[src/sv/fds_pkg.sv]
// Package with opcodes, error codes and command types of the Forth stack unit.
package fds_pkg;

    typedef enum logic [4:0] {
        OP_LIT = 5'd0, OP_DUP = 5'd1, OP_DROP = 5'd2, OP_SWAP = 5'd3, OP_NIP = 5'd4,
        OP_2DROP = 5'd5, OP_OVER = 5'd6, OP_ADD = 5'd7, OP_SUB = 5'd8, OP_MUL = 5'd9,
        OP_DIV = 5'd10, OP_AND = 5'd11, OP_OR = 5'd12, OP_XOR = 5'd13, OP_NEG = 5'd14,
        OP_INV = 5'd15, OP_2MUL = 5'd16, OP_2DIV = 5'd17, OP_U2DIV = 5'd18,
        OP_LSH = 5'd19, OP_ASR = 5'd20, OP_LSR = 5'd21, OP_ULT = 5'd22, OP_LT = 5'd23,
        OP_GT = 5'd24, OP_0LT = 5'd25, OP_0EQ = 5'd26, OP_UMOD = 5'd27,
        OP_FMOD = 5'd28, OP_NOP29 = 5'd29, OP_NOP30 = 5'd30, OP_NOP31 = 5'd31
    } t_op;

    typedef enum logic [1:0] {
        ERR_OK = 2'd0, ERR_UNFL = 2'd1, ERR_OVFL = 2'd2, ERR_DIVZ = 2'd3
    } t_err;

    // Cells consumed by each opcode.
    function automatic logic [1:0] pop_count(input t_op op);
        case (op)
            OP_LIT, OP_NOP29, OP_NOP30, OP_NOP31: pop_count = 2'd0;
            OP_DUP, OP_DROP, OP_NEG, OP_INV, OP_2MUL, OP_2DIV, OP_U2DIV,
            OP_0LT, OP_0EQ: pop_count = 2'd1;
            default: pop_count = 2'd2;
        endcase
    endfunction

    // Cells produced by each opcode.
    function automatic logic [1:0] push_count(input t_op op);
        case (op)
            OP_DROP, OP_2DROP, OP_NOP29, OP_NOP30, OP_NOP31: push_count = 2'd0;
            OP_DUP, OP_SWAP, OP_UMOD, OP_FMOD: push_count = 2'd2;
            OP_OVER: push_count = 2'd3;
            default: push_count = 2'd1;
        endcase
    endfunction

    function automatic logic is_div(input t_op op);
        is_div = (op == OP_DIV) || (op == OP_UMOD) || (op == OP_FMOD);
    endfunction

    // Controller to datapath commands.
    typedef struct packed {
        logic div_start; // start the divider
        logic div_step;  // one division step
        logic commit;    // write results, update depth
    } t_cmd;

    // Datapath to controller status.
    typedef struct packed {
        logic div_done;
    } t_sts;

endpackage

[src/sv/fds_control.sv]
// Controller: checks, divider sequencing and the output register.
module fds_control import fds_pkg::*; #(
    parameter int STACK_DEPTH = 32
) (
    input  logic                 i_clk,
    input  logic                 i_rst_n,
    input  logic                 i_valid,
    output logic                 o_ready,
    input  t_op                  i_op,
    input  logic [$clog2(STACK_DEPTH+1)-1:0] i_depth,
    input  logic                 i_bzero,
    input  t_sts                 i_sts,
    output t_cmd                 o_cmd,
    output logic [1:0]           o_err,
    output logic                 o_out_valid,
    input  logic                 i_out_ready,
    output logic                 o_hold
);
    localparam int DW = $clog2(STACK_DEPTH + 1);

    typedef enum logic [1:0] {S_IDLE, S_DIV, S_SETTLE, S_OUT} t_state;
    t_state r_state;
    logic [1:0] r_err;
    logic       r_valid;
    logic [1:0] w_err;
    logic [DW:0] w_after;

    assign w_after = {1'b0, i_depth} - (DW+1)'(pop_count(i_op)) +
                     (DW+1)'(push_count(i_op));
    always_comb begin
        if (i_depth < DW'(pop_count(i_op))) w_err = ERR_UNFL;
        else if (w_after > (DW+1)'(STACK_DEPTH)) w_err = ERR_OVFL;
        else if (is_div(i_op) && i_bzero) w_err = ERR_DIVZ;
        else w_err = ERR_OK;
    end

    assign o_ready = (r_state == S_IDLE) && !r_valid;
    assign o_hold  = (r_state != S_IDLE);

    always_comb begin
        o_cmd = '0;
        if (r_state == S_IDLE && i_valid && o_ready && w_err == ERR_OK) begin
            if (is_div(i_op)) begin
                o_cmd.div_start = 1'b1;
            end else begin
                o_cmd.commit = 1'b1;
            end
        end
        if (r_state == S_DIV) o_cmd.div_step = 1'b1;
        if (r_state == S_SETTLE) begin
            o_cmd.commit = 1'b1;
        end
    end

    // State and the result-valid flag.
    always_ff @(posedge i_clk) begin
        if (!i_rst_n) begin
            r_state <= S_IDLE;
            r_valid <= 1'b0;
            r_err   <= ERR_OK;
        end else begin
            if (r_valid && i_out_ready) r_valid <= 1'b0;
            case (r_state)
                S_IDLE: begin
                    if (i_valid && o_ready) begin
                        r_err <= w_err;
                        if (w_err == ERR_OK && is_div(i_op)) r_state <= S_DIV;
                        else r_valid <= 1'b1;
                    end
                end
                S_DIV:    if (i_sts.div_done) r_state <= S_SETTLE;
                S_SETTLE: begin
                    r_valid <= 1'b1;
                    r_state <= S_IDLE;
                end
                default:  r_state <= S_IDLE;
            endcase
        end
    end
    assign o_err = r_err;
    assign o_out_valid = r_valid;
endmodule

[config.mk]
export PLATFORM = sky130hd
export DESIGN_NAME = fds_control
export DESIGN_NICKNAME = d
export VERILOG_FILES = /design/src/sv/fds_pkg.sv /design/src/sv/fds_control.sv
export SDC_FILE = /design/constraint.sdc
export NUM_CORES = 1
export LEC_CHECK = 0
export BUFFER_PORTS_ARGS = -buffer_cell sky130_fd_sc_hd__buf_2
export CORE_ASPECT_RATIO = 1.4
export CORE_UTILIZATION = 48
export DETAILED_ROUTE_END_ITERATION = 8
export GPL_TIMING_DRIVEN = 0
export PLACE_DENSITY = 0.73
export SLEW_MARGIN = 10
export SYNTH_ARGS = -nofsm -noshare
export SYNTH_HDL_FRONTEND = slang
export SYNTH_SLANG_ARGS = --single-unit
export TNS_END_PERCENT = 20
[constraint.sdc]
create_clock -name i_clk -period 3.2 [get_ports i_clk]
set_clock_uncertainty 0.1 [all_clocks]
set_input_delay 0 -clock i_clk [delete_from_list [all_inputs] [get_ports i_clk]]
set_output_delay 0 -clock i_clk [all_outputs]
set_load 0.1 [all_outputs]
### Yosys cells after proc, flatten, opt, wreduce, memory -nomap -nowiden

Memories as Yosys holds them, arrays and structs flattened.
Index checks and enable logic that the tools add are counted.

* register bits: 5
* bits in read-only memories: 192
* input bits: 17
* output and inout port bits: 8
* word-level logic and storage cells: 51
* memories: 3

* add/subtract/negate cells: 2
* $lt $le $gt $ge: 2
* equal/unequal tests: 8
* mux-type cells: 17
* reduce and logical (&&, ||, !) cells: 16

Memory list
* (name not given): words 32, bits a word 2, rd ports 1, clocked after Yosys merged registers in 0, write ports 0, RTL line fds_pkg.sv:20 `case (op)`
* (name not given): words 32, bits a word 2, rd ports 1, clocked after Yosys merged registers in 0, write ports 0, RTL line fds_pkg.sv:30 `case (op)`
* (name not given): words 32, bits a word 2, rd ports 1, clocked after Yosys merged registers in 0, write ports 0, RTL line fds_pkg.sv:20

Operators with widths (number)
* 2-bit 2-to-1 mux: 6
* 5-bit equality test, second input constant: 2
* 1-bit 2-to-1 mux: 9
* 1-bit logical AND: 8
* 7-bit by 2-bit adder with 7-bit output: 1
* 7-bit by 6-bit > comparator with 1-bit output, second input constant: 1
* 6-bit by 2-bit subtractor with 7-bit output: 1
* 6-bit by 2-bit < comparator with 1-bit output: 1
* 5-bit by 4-bit equality test with 1-bit output, second input constant: 1
* 2-bit zero test: 2
* 2-bit by 1-bit inequality test with 1-bit output, second input constant: 2
* 2-bit one-hot mux with 2 select lines: 1
* 3-bit AND reduction: 1
* 2-bit by 1-bit equality test with 1-bit output, second input constant: 1
* 2-bit equality test, second input constant: 1
* 1-bit logical OR: 2
* 2-bit inequality test, second input constant: 1
* 1-bit one-hot mux with 2 select lines: 1
* 2-bit AND reduction: 1
* 2-bit nonzero test: 1
* 1-bit zero test: 1

### Depth between registers and ports, before layout

* word-level depth: 12
* mapped depth: 14
* gate-level depth less buffers: 14

### Worst setup path after synthesis

Ideal clock, no wire load.

* path kind: register to output
* start: register r_valid (netlist: o_out_valid)
* end: output o_cmd[0] (netlist bit)
* arrival time: 5850 ps
* data required time: 3100 ps
* setup slack: -2750 ps
* stages on the path, launching flop included: 5
* path buffers: 0
* path through: dfxtp_1 > nor3_1 > nand2_1 > or3_1 > o31ai_1

RTL lines
* start, declared: RTL line fds_control.sv:24 `logic r_valid;`
* start signal, assigned: RTL line fds_control.sv:59 `r_valid <= 1'b0;`
* start signal, assigned: RTL line fds_control.sv:62 `if (r_valid && i_out_ready) r_valid <= 1'b0;`
* start signal, assigned: RTL line fds_control.sv:68 `else r_valid <= 1'b1;`
* end, declared: RTL line fds_control.sv:13 `output t_cmd o_cmd,`

==> qor.csv <==
metric,value,unit
status,"complete, no violations",
number_of_cells_on_the_worst_reg_to_reg_path,3,
route.detailed.wl_per_inst,13.7,um
timing.critical_path.slowest_cell_delay,0.42,ns
gr-total-overflow,0,
yosys_warnings,0,
worst_ep_required_time,3.10,ns
clk_root_buffer_cell,clkbuf_4,
leakagePower,0.675,nW
holdCritPathClass,in -> reg,
synth.ff_latch_count,5,
initial_antenna_violation_count,0,
insertion_delay,0.25,ns
report.final.slew_viol_count,0,
whs,0.0133,ns
grt_pass1_vias,1023,
ir_drop,0.395,mV
worstSetupPathDepth,16,
layout.cell_area.non_filler,1410,um2
min_path_cells,3,
area_delta_synth_final,42.2,%
endpoint_kind,output pin,
synth_fp_nets,153,
synth_largest_type_area_fraction,0.189,
final-setup-viol-count,0,
post-synth-top-area-cell,ha_1,
worst_endpoint_data_arrival_time,3.04,ns
drc_violations_left,0,
layout_min_cycle_time,3.14,ns
critPathLaunchType,input port,
grt_max_degree,11,
clock_pin_slew_of_the_registers_on_the_worst_case_setup_and_hold_paths,0.05,ns
drt-vias-per-instance,5.72,
tritoncts.num_buffers,3,
synth_area_per_cell,8.35,um2
die_w,40.5,um
final_min_period_over_clock_period,0.981,
synthArstFlopShare,0,
hold_violations,0,
cp_top_family,adder cells,
edff_count_synth,0,
finalWeightedCongestion,0.853,
floorplan.die_area,2260,um2
timing.critical_path.cells,buf_8 -> inv_8 -> ha_4 -> and4b_1 -> a31oi_2 -> nand2_1 -> ha_1 -> inv_2 -> ha_4 -> fa_2 -> xor2_1 -> or3_4 -> a221oi_4 -> o21ai_4 -> o31ai_4 -> buf_12,
dieHeight,55.8,um
worstPathBufferInverterCount,4,
ys_top_cells_by_area,"ha_1 19%, dfxtp_1 10%, inv_1 5.7%, fa_1 4.0%, o21ai_0 3.5%",
detail_route.wirelength,2.38,mm
post_dp_cell_area,1220,um2
fmaxAchievable,0.318,GHz
cp_common_cell,ha_4,
synth_ff_type,dfxtp_1,
synth_cell_type_count,46,
tritoncts_num_sinks,5,
critical_path.slowest_cell,fa_2,
tritoncts_clock_tree,built,
count_of_h_tree_levels_built_during_cts,1,
initial_cell_density_of_the_core,0.510,
cellPowerDensity,297,nW/um2
list_of_most_frequent_post_synthesis_cells,"15 x ha_1, 15 x inv_1, 7 x o21ai_0, 6 x nand2_1, 6 x nor3_1",
final.fill_count,153,
netlist_area,993,um2
grt_use_total,0.243,
unrepaired_setup_endpoints_after_global_routing,true,
nets,188,
drt_first_pass_iters,4,
port_buffers,23,
timing.slew.headroom,0.608,
antenna-diode-count,0,
drt-initial-drc-count,14,
routed-via-count,995,
synth_seq_area_share,0.101,
drive_above_1_share,0.405,
critical_path_class,in -> out,
crit_fanout,3,
post_synth_inst_count,119,
rows,19,
sum_of_net_half_perimeters_after_detailed_placement,1.92,mm
first_pass_grt_wire_length,3.96,mm
core_region_area,1950,um2
io_pins,25,
timing_worst_slew_pin_value,0.580,ns
antenna_violating_nets_post_route,0,
number_of_max_cap_violations,0,
ctsLongestPathBuffers,2,
-- final cells by class --
class	instances	area, um2	share of cell area
inverters	15	76.3	0.0540
clock inverters	1	5.00	0.00354
well taps	21	26.3	0.0186
multi-input cells	96	926	0.655
plain buffers	3	26.3	0.0186
flip-flops and latches	5	100	0.0709
clock buffers	3	22.5	0.0159
repair buffers	30	230	0.163
-- worst min-delay path: stages --
cell and delay, ns:
buf_2 0.12, o2111ai_1 0.11, a21oi_1 0.08
-- sequential cells by signal (all words and copies together) (netlist names) --
register and cells:
o_out_valid 1, r_state 2, o_err 2
-- logic make-up after synthesis --
group	after synthesis	share of synthesized area
simple gates	41	0.256
compound gates	33	0.282
buf+inv	18	0.0806
fa+ha+maj	17	0.229
flops	5	0.101
mux	4	0.0428
xor+xnor	1	0.00882
-- metal layers --
layer / vias up / GRT usage / wire [um]
li1: 507 / - / -
met1: 468 / 0.213 / 859
met2: 16 / 0.481 / 1440
met3: 4 / 0.0440 / 42
met4: 0 / 0.0714 / 37
met5: - / 0 / 0
-- cells in the final DEF (no fill, tap or decap), types with 3 or more instances in the layout --
cell	count
nand3_1	3
o21ai_1	3
nand2_1	6
inv_1	12
o21ai_0	4
clkbuf_4	3
buf_2	19
a21oi_1	4
nor2b_1	5
nor3_1	4
and2_1	3
dlygate4sd3_1	3
buf_4	6
dfxtp_1	5
buf_12	3
ha_1	13
-- final timing paths --
kind                   start          to  slack, ns
hold reg to reg     o_err[0]    o_err[0]       0.43
setup reg to reg  r_state[0]  r_state[1]       1.70
hold / removal       i_bzero    o_err[0]       0.01
setup / recovery     i_op[0]    o_cmd[0]       0.06
-- report_power, final --
group | leakage [nW] | switching, mW | internal (mW)
clock network | 0.0177 | 0.0288 | 0.0454
logic | 0.616 | 0.165 | 0.113
registers | 0.0409 | 0.00239 | 0.0660
total | 0.675 | 0.196 | 0.224
-- repair_timing --
item	CTS	global route
hold buffers	3	0
setup endpoints to repair	2	3
hold endpoints to repair	5	0
gates resized for setup	19	7
pin swaps	12	6
buffers inserted	3	1
-- metrics by stage --
| stage | worst slack, ns | TNS (ns) | power, mW | std cells | util |
|---|---|---|---|---|---|
| after CTS | -0.0273 | -0.0273 | 0.413 | 173 | 0.707 |
| final | 0.0599 | 0 | 0.420 | 174 | 0.725 |
| after detailed placement | -0.367 | -0.883 | 0.310 | 163 | 0.628 |
| after global routing | -0.0644 | -0.0702 | 0.454 | 174 | 0.725 |
| after floorplan | -0.156 | -0.291 | 0.261 | 119 | - |
| after global placement | -0.309 | -0.695 | 0.302 | 163 | 0.628 |
(Power assumes the default switching activity.)
